## src/rtl/lfga_pkg.sv

```systemverilog
`timescale 1ns / 1ps
// ----------------------------------------------------------------------------
// Lowest-free gate allocator package
// Shared sizes, command codes, controller states and control/status structs.
// ----------------------------------------------------------------------------
package lfga_pkg;

	localparam int MAX_GATES    = 64;
	localparam int COUNT_BITS   = 16;
	localparam int GATE_W       = $clog2(MAX_GATES);
	localparam int CNT_W        = $clog2(MAX_GATES + 2);
	localparam int SUM_W        = COUNT_BITS + 1;

	// fixed field widths
	localparam int CMD_W        = 2;
	localparam int TIME_W       = 32;
	localparam int GATE_TOTAL_W = 7;
	localparam int GATE_NUM_W   = 7;
	localparam int BEST_W       = 17;
	localparam int BEST_MAX     = 131071;

	localparam logic [CMD_W-1:0] CMD_BOOK_A = 2'd0;
	localparam logic [CMD_W-1:0] CMD_BOOK_B = 2'd1;
	localparam logic [CMD_W-1:0] CMD_FINISH = 2'd2;

	typedef enum logic [2:0] {
		S_IDLE,
		S_CHECK,
		S_ALLOC,
		S_INC,
		S_SUM,
		S_MAX,
		S_RESP
	} state_t;

	typedef struct packed {
		logic load_item;
		logic check;
		logic alloc;
		logic inc;
		logic sum_step;
		logic max_step;
		logic finish;
		logic load_out;
	} ctrl_cmd_t;

	typedef struct packed {
		logic [CMD_W-1:0] command;
		logic             order_err;
		logic             none_free;
		logic             sum_done;
		logic             max_done;
		logic             out_free;
	} dp_status_t;

endpackage

```

## src/rtl/lfga_ctrl.sv

```systemverilog
`timescale 1ns / 1ps
// ----------------------------------------------------------------------------
// Lowest-free gate allocator controller
// Sequences booking and finish words through the datapath.
// ----------------------------------------------------------------------------
module lfga_ctrl (
	input  logic                 clk,
	input  logic                 arst_n,
	input  logic                 in_valid,
	output logic                 in_ready,
	input  lfga_pkg::dp_status_t status,
	output lfga_pkg::ctrl_cmd_t  cmd
);

	lfga_pkg::state_t state_q;
	lfga_pkg::state_t state_next;

	always_ff @(posedge clk or negedge arst_n) begin
		if (!arst_n) begin
			state_q <= lfga_pkg::S_IDLE;
		end else begin
			state_q <= state_next;
		end
	end

	always_comb begin
		cmd        = '0;
		in_ready   = 1'b0;
		state_next = state_q;
		case (state_q)
			lfga_pkg::S_IDLE: begin
				in_ready = 1'b1;
				if (in_valid) begin
					cmd.load_item = 1'b1;
					state_next    = lfga_pkg::S_CHECK;
				end
			end
			lfga_pkg::S_CHECK: begin
				case (status.command)
					lfga_pkg::CMD_BOOK_A, lfga_pkg::CMD_BOOK_B: begin
						cmd.check  = 1'b1;
						state_next = status.order_err ? lfga_pkg::S_RESP : lfga_pkg::S_ALLOC;
					end
					lfga_pkg::CMD_FINISH: begin
						state_next = lfga_pkg::S_SUM;
					end
					default: begin
						state_next = lfga_pkg::S_RESP;
					end
				endcase
			end
			lfga_pkg::S_ALLOC: begin
				cmd.alloc  = 1'b1;
				state_next = status.none_free ? lfga_pkg::S_RESP : lfga_pkg::S_INC;
			end
			lfga_pkg::S_INC: begin
				cmd.inc    = 1'b1;
				state_next = lfga_pkg::S_RESP;
			end
			lfga_pkg::S_SUM: begin
				cmd.sum_step = 1'b1;
				if (status.sum_done) begin
					state_next = lfga_pkg::S_MAX;
				end
			end
			lfga_pkg::S_MAX: begin
				cmd.max_step = 1'b1;
				if (status.max_done) begin
					cmd.finish = 1'b1;
					state_next = lfga_pkg::S_RESP;
				end
			end
			lfga_pkg::S_RESP: begin
				if (status.out_free) begin
					cmd.load_out = 1'b1;
					in_ready     = 1'b1;
					if (in_valid) begin
						cmd.load_item = 1'b1;
						state_next    = lfga_pkg::S_CHECK;
					end else begin
						state_next = lfga_pkg::S_IDLE;
					end
				end
			end
			default: begin
				state_next = lfga_pkg::S_IDLE;
			end
		endcase
	end

endmodule

```

## config.mk

```make
export PLATFORM = sky130hd
export DESIGN_NAME = lfga_ctrl
export DESIGN_NICKNAME = d
export VERILOG_FILES = /design/src/rtl/lfga_pkg.sv /design/src/rtl/lfga_ctrl.sv
export SDC_FILE = /design/constraint.sdc
export NUM_CORES = 1
export LEC_CHECK = 0
export ABC_AREA = 1
export ABC_CLOCK_PERIOD_IN_PS = 3200
export BUFFER_PORTS_ARGS = -buffer_cell sky130_fd_sc_hd__clkbuf_2
export CAP_MARGIN = 5
export CORE_AREA = 4 4 41 43
export CTS_CLUSTER_SIZE = 40
export DETAILED_ROUTE_END_ITERATION = 16
export DIE_AREA = 0 0 45 47
export PLACE_DENSITY = 0.54
export SYNTH_ARGS = -nofsm -noshare
export SYNTH_HDL_FRONTEND = slang
export SYNTH_SLANG_ARGS = --single-unit
```

## constraint.sdc

```tcl
create_clock -name clk -period 3.2 [get_ports clk]
set_input_delay 0.64 -clock clk [delete_from_list [all_inputs] [get_ports clk]]
set_output_delay 0.64 -clock clk [all_outputs]
set_load 0.01 [all_outputs]
```

# Yosys cells after proc, flatten, opt, wreduce, memory -nomap -nowiden
# Index checks and enable logic that the tools add are counted.
# totals
reg_bits	3
inputBits	10
# classes
reduce_logical	4
eq_ne	12
muxes	22
# op_table
cell	count
3-bit one-hot mux with 7 select lines	1
3-bit 2-to-1 mux	6
1-bit 2-to-1 mux	11
3-bit equality test (second input constant)	3
2-bit inequality test (second input constant)	4
3-bit by 2-bit equality test with 1-bit output (second input constant)	2
3-bit one-hot mux with 2 select lines	1
1-bit one-hot mux with 2 select lines	2
4-bit AND reduction	1
3-bit by 1-bit equality test with 1-bit output (second input constant)	1
3-bit logical NOT	1
2-bit by 1-bit equality test with 1-bit output (second input constant)	1
2-bit equality test (second input constant)	1
2-bit logical NOT	1
2-bit 2-to-1 mux	1
2-bit OR reduction	1

# Depth between registers and ports, before layout
# Gate-level depths: netlist of the first run.
# logic_depth
word_depth	4
depth_mapped	8
depth_no_buf	7

# Worst setup path after synthesis of the first run
# No wires, ideal clock.
# synth_timing
path_kind	input-to-output
startpoint	input port status[0] (netlist name)
endpoint	output port in_ready
arrival_time_ns	0.955
stages	2
path_slack_ns	1.605
cell_sequence	inv_1 -> o21ai_0
# synth_between
elab_chain_cells	2
# synth_rtl
item	line	source
start: declaration	lfga_ctrl.sv:11	input lfga_pkg::dp_status_t status,
1-bit 2-to-1 mux	lfga_ctrl.sv:74	if (status.out_free) begin
1-bit one-hot mux with 2 select lines	lfga_ctrl.sv:30	case (state_q)
end: declaration	lfga_ctrl.sv:10	output logic in_ready,
# Every way passes these cells.

==> impl_metrics.csv, run 1 <==
group,metric,value,unit
clock_network,cts_num_sinks,3,
critical_path,crit_path_start_kind,"register",
sta,fin_skew,1.219,ps
routing,dr.pass1.iters,2,
placed_design,place_congestion,0.7616,
routing,vias_per_cell,4.408,
clock_network,cts_tree,"yes",
sta,fin_crit,1925,ps
power_and_ir_drop,p_leak,0.3092,nW
grt,grt_use_met3,1.916,%
cells_and_area,n_antenna_cell,0,
sta,rsz0062_at_grt,"false",
yosys,synth_cell_types,15,
cells_and_area,area_delta_synth_final,35.74,%
floorplan,start_util,26.63,%
yosys,synthFlopType,"dfrtp_1",
critical_path,slowest_stage,"dfrtp_1",
power_and_ir_drop,internal-power,202.5,uW
sta,hold_viol,0,
flow_run,maxCapViolCount,0,
yosys,synthesis.nets,72,
cells_and_area,top_regs,"state_q: 3 flops",
yosys,yosys.area.top_type_share,21.66,%
cells_and_area,finalNetCount,94,
power_and_ir_drop,power.density,881.3,nW/um^2
yosys,synth.most_common_cell,"nand2_1",
yosys,synth_area_leader_cell,"dfrtp_1",
sta,worst_hold_slack,199.0,ps
cells_and_area,top_register,"state_q",
grt,track_usage,9.084,%
critical_path,cp-startpoint,"state_q[0]$_DFFE_PN0P_",
clock_network,clockBufferDepth,2,
cells_and_area,drive_gt1_share,36.14,%
grt,antenna_found_initial,0,
critical_path,worstReg2RegStart,"state_q[2]$_DFFE_PN0P_",
yosys,yosysWarnings,0,
routing,ant_nets,0,
floorplan,dieHeight,47,um
cells_and_area,fin_cells,98,
power_and_ir_drop,peakVddDrop,0.4039,mV
grt,grtUsageMet1,10.91,%
clock_network,cts_hold_buf,0,
grt,grt_use_met2,14.12,%
critical_path,path_class,"reg -> out",
yosys,synth_area_leaders,"dfrtp_1, nand2_1, nor2_1, inv_1, nand3_1",
grt,grt_overflow,0,
yosys,syn_area_per_cell,5.590,um^2
critical_path,cpPeakStageDelay,430,ps
clock_network,clk_pin_slew,40,ps
grt,grt_max_degree,9,
sta,finalMaxSlewViolations,0,
routing,drt_iter0_drc,6,
clock_network,cts_buffers,3,
critical_path,end_kind,"primary output",
yosys,synthArstFlopShare,100.0,%
floorplan,fp-row-count,13,
routing,routed_wl,807,um
floorplan,io_pins,19,
power_and_ir_drop,p_switching,212.1,uW
sta,max-slew-margin-rel,79.66,%
grt,grt_pass1_vias,368,
sta,timing.fmax,519.6,MHz
floorplan,core,1301,um^2
power_and_ir_drop,p_clk_share,15.7,%
grt,grt_first_pass_wirelength,1.393,mm
grt,grt.busiest_layer,"met2",
clock_network,post_cts_resized,0,
yosys,synth_edf_count,0,
floorplan,dieArea,2115,um^2
yosys,ys_seq_area_share,21.66,%
yosys,synthTopCellsByCount,"nand2_1, nor2_1, inv_1",
min_path,holdCritPathClass,"in -> async",
sta,worstMarginPinSlew,305.0,ps
clock_network,clkLatencyLatePin,230,ps
sta,tns,0,ps
critical_path,critPathRequiredTime,2560,ps
critical_path,arrival,1280,ps
clock_network,htreeDepth,1,
power_and_ir_drop,sw_frac_of_total,51.16,%
clock_network,post_cts_buffers,0,
placed_design,dp_hpwl,709.7,um
routing,vias,432,
routing,drcViolationCount,0,
placed_design,port_buffers,18,
yosys,syn_area,346.6,um^2
floorplan,fp.dieW,45,um
power_and_ir_drop,p_comb_share,61.2,%
critical_path,path_max_fanout,6,
sta,fin_crit_sh,60.15,%
yosys,ys_seq_elements,3,
cells_and_area,largest_reg_flops,3,
yosys,netlist_instances,62,
clock_network,root_buffer,"clkbuf_4",
power_and_ir_drop,p_seq_share,23.1,%
sta,finalSetupViolations,0,
run_status,status,"completed",
routing,wl_per_cell,8.235,um
power_and_ir_drop,finalPower,414.6,uW
placed_design,dpl.cell_count,94,
critical_path,cp_cell_sequence,"nor2_2 > nand2_1 > o22ai_1 > clkbuf_2",
## layout by cell type, fill, tap and decap left out
| master | synthesis | final |
|---|---|---|
| nor2_2 | 3 | 3 |
| o21ai_0 | 1 | 1 |
| inv_1 | 10 | 10 |
| nand3_1 | 5 | 5 |
| nand4_1 | 2 | 2 |
| clkbuf_4 | 0 | 3 |
| dfrtp_1 | 3 | 3 |
| nor2_1 | 12 | 12 |
| nand3b_1 | 1 | 1 |
| nand3b_2 | 1 | 1 |
| o22ai_1 | 1 | 1 |
| clkbuf_2 | 0 | 18 |
| o21ai_1 | 2 | 2 |
| clkbuf_1 | 0 | 1 |
| nand3_2 | 1 | 1 |
| nand2_1 | 15 | 15 |
| inv_2 | 4 | 4 |
## routing by layer
metal | vias to the layer above | routed length (um)
met4 | 0 | 0
met3 | 0 | 87
met2 | 16 | 341
met1 | 184 | 378
met5 | - | 0
li1 | 232 | -
## per-stage QoR
stage | instance area (um^2) | setup WS [ps] | util [%]
2_1_floorplan | 346.6 | 1605 | -
3_3_place_gp | 444.2 | 1445 | 34.13
3_5_place_dp | 444.2 | 1426 | 34.13
4_1_cts | 470.5 | 1265 | 36.15
5_1_grt | 470.5 | 1125 | 36.15
6_report | 470.5 | 1275 | 36.15
## path summary, 6_finish.rpt
| check | to | slack, ps | cells past startpoint |
|---|---|---|---|
| setup / recovery | cmd[7] | 1280 | 4 |
| hold / removal | state_q[1]$_DFFE_PN0P_ | 200 | 1 |
| setup reg to reg | state_q[2]$_DFFE_PN0P_ | 2030 | 7 |
| hold reg to reg | state_q[2]$_DFFE_PN0P_ | 670 | 2 |
| max in group asynchronous | state_q[2]$_DFFE_PN0P_ | 2890 | 1 |
| min in group clk | state_q[2]$_DFFE_PN0P_ | 670 | 2 |
## cell type report
cell class                 count  area, um^2
fill                         153       830.8
multi-input combinational     44       207.7
timing repair buffer          18       90.09
sequential                     3       75.07
inverter                      14       52.55
clock buffer                   4       26.28
tap                           15       18.77
## kinds of logic after synthesis
family          after synthesis  share of synthesized area [%]
compound gates                4                          6.137
buf+inv                      15                          18.41
simple gates                 40                          53.79
flops                         3                          21.66
## power by group through the flow
stage | Clock [mW] | Sequential (mW) | Combinational, mW
after global placement | 0 | 0.0959 | 0.259
after detailed placement | 0 | 0.0961 | 0.257
after CTS | 0.0676 | 0.0956 | 0.258
final | 0.0652 | 0.0957 | 0.254
after global routing | 0.0731 | 0.0999 | 0.296
after floorplan | 0 | 0.0789 | 0.210
## worst max-delay path, delay by kind of cell, from the launching register on
| family | cells | cell delay, ps |
|---|---|---|
| DFF | 1 | 430 |
| and+or+nand+nor | 2 | 340 |
| buffers and inverters | 1 | 150 |
| AOI/OAI and AO/OA | 1 | 120 |
(Power assumes the default switching activity.)
==> inputs of run 2 (changes only) <==
Settings changed: ABC_CLOCK_PERIOD_IN_PS 3200 to 1900.
Clock period 3.2 ns to 1.9 ns, I/O delays scaled along.
==> impl_metrics.csv, run 2 (synthesis gave the netlist of run 1 again) <==
group,metric,value,unit
grt,grt_first_pass_wirelength,1.462,mm
power_and_ir_drop,internal-power,342.4,uW
min_path,whs_path_depth,4,
cells_and_area,final_area,480.5,um^2
routing,drcViolationCount,0,
grt,track_usage,10.51,%
sta,fin_skew,1.299,ps
cells_and_area,area_delta_synth_final,38.63,%
cells_and_area,n_antenna_cell,0,
clock_network,post_cts_resized,0,
routing,drt_iter0_drc,4,
routing,vias,431,
cells_and_area,layout_common_cells,"clkbuf_2, nand2_1, nor2_1",
clock_network,root_buffer,"clkbuf_4",
sta,finalMaxSlewViolations,0,
critical_path,r2r_cells,7,
power_and_ir_drop,p_clk_share,15.8,%
cells_and_area,largest_reg_flops,3,
cells_and_area,regArea,75.07,um^2
grt,grt_max_degree,9,
sta,finalWorstSetupSlack,213.2,ps
power_and_ir_drop,p_comb_share,61.3,%
sta,worstMarginPinSlew,299.5,ps
grt,antenna_found_initial,0,
sta,fin_crit,1687,ps
critical_path,reg2reg_to,"state_q[2]$_DFFE_PN0P_",
sta,fin_crit_sh,88.78,%
sta,tns,0,ps
clock_network,clockBufferDepth,2,
run_status,status,"completed",
clock_network,clkLatencyLatePin,230,ps
cells_and_area,fin_cells,99,
power_and_ir_drop,p_leak,0.3134,nW
power_and_ir_drop,power.density,1460,nW/um^2
cells_and_area,top_regs,"state_q: 3 flops",
floorplan,start_util,26.63,%
routing,ant_nets,0,
placed_design,place_congestion,0.7674,
placed_design,place_area,444.2,um^2
routing,wl_per_cell,9.030,um
floorplan,core,1301,um^2
sta,timing.fmax,592.8,MHz
floorplan,fp-row-count,13,
grt,grt_pass1_vias,368,
clock_network,htreeDepth,1,
routing,dr.pass1.iters,2,
floorplan,dieHeight,47,um
placed_design,dp_slack,462.0,ps
clock_network,clk_pin_slew,30,ps
min_path,holdCritPathClass,"in -> reg",
cells_and_area,top_register,"state_q",
clock_network,cts_buffers,3,
power_and_ir_drop,finalPower,701.4,uW
critical_path,path_class,"reg -> out",
sta,finalSetupViolations,0,
routing,vias_per_cell,4.354,
critical_path,crit_path_start_kind,"register",
grt,grt_overflow,0,
critical_path,regToRegSetupSlack,730,ps
sta,hold_viol,0,
cells_and_area,finalNetCount,95,
placed_design,dpl.cell_count,94,
clock_network,cts_tree,"yes",
routing,routed_wl,894,um
power_and_ir_drop,p_switching,359.0,uW
min_path,hold_path_end,"state_q[1]$_DFFE_PN0P_",
critical_path,worstReg2RegStart,"state_q[2]$_DFFE_PN0P_",
critical_path,end_kind,"primary output",
clock_network,cts_num_sinks,3,
sta,max-slew-margin-rel,80.03,%
power_and_ir_drop,sw_frac_of_total,51.19,%
floorplan,dieArea,2115,um^2
sta,rsz0062_at_grt,"false",
min_path,worstHoldStart,"status[0]",
cells_and_area,num-fill-cells,157,
critical_path,critPathRequiredTime,1520,ps
cells_and_area,drive_gt1_share,35.71,%
flow_run,maxCapViolCount,0,
floorplan,io_pins,19,
power_and_ir_drop,p_seq_share,22.9,%
floorplan,fp.dieW,45,um
cells_and_area,final_common_cell,"clkbuf_2",
critical_path,path_max_fanout,6,
placed_design,port_buffers,18,
power_and_ir_drop,peakVddDrop,0.6072,mV
critical_path,arrival,1310,ps
cells_and_area,multi_input_area,207.7,um^2
placed_design,dp_hpwl,774.9,um
## run 2: changes by cell type in the layout (fill, tap and decap cells not counted), sizes merged
cell and delta:
dlygate4sd3 +1
## run 2: cell type report
| class | count | share of cell area (%) |
|---|---|---|
| flip-flops and latches | 3 | 15.62 |
| inverters | 14 | 10.94 |
| well taps | 15 | 3.906 |
| multi-input cells | 44 | 43.23 |
| repair buffers | 19 | 20.83 |
| clock buffers | 4 | 5.469 |
## run 2: how the worst max path moves through the flow
stage | startpoint | endpoint | slack (ps) | cells past startpoint
2_1_floorplan | state_q[0]$_DFFE_PN0P_ | cmd[7] | 610 | 3
3_3_place_gp | state_q[0]$_DFFE_PN0P_ | cmd[7] | 510 | 4
3_5_place_dp | state_q[0]$_DFFE_PN0P_ | cmd[7] | 460 | 4
4_1_cts | state_q[0]$_DFFE_PN0P_ | cmd[7] | 210 | 4
5_1_grt | state_q[0]$_DFFE_PN0P_ | cmd[7] | 120 | 4
6_report | state_q[0]$_DFFE_PN0P_ | cmd[7] | 210 | 4
## run 2: routing by layer
layer	vias up	wire length (um)	global-route usage [%]
li1	233	-	-
met1	176	390	11.39
met3	4	78	2.682
met2	18	375	14.69
met5	-	0	0
met4	0	50	14.04
## run 2: timing repair
item                      in CTS  in global routing
hold endpoints to repair       3                  0
buffers inserted               0                  0
hold buffers                   1                  0
## run 2: worst max-delay path, stage by stage (launching register included)
cell	delay (ps)
dfrtp_1	430
nor2_2	240
nand2_1	110
o22ai_1	130
clkbuf_2	160
## run 2: power groups by stage
stage / registers, mW / clock network [mW] / logic [mW]
detailed placement: 0.165 / 0 / 0.437
CTS: 0.163 / 0.116 / 0.441
global route: 0.166 / 0.126 / 0.497
finish: 0.161 / 0.111 / 0.430
global placement: 0.160 / 0 / 0.439
floorplan: 0.133 / 0 / 0.354
## run 2: per-stage QoR
step	hold WS [ps]	util (%)
floorplan	84.41	-
global placement	176.8	34.13
detailed placement	182.3	34.13
CTS	445.6	36.92
global route	463.2	36.92
finish	448.4	36.92
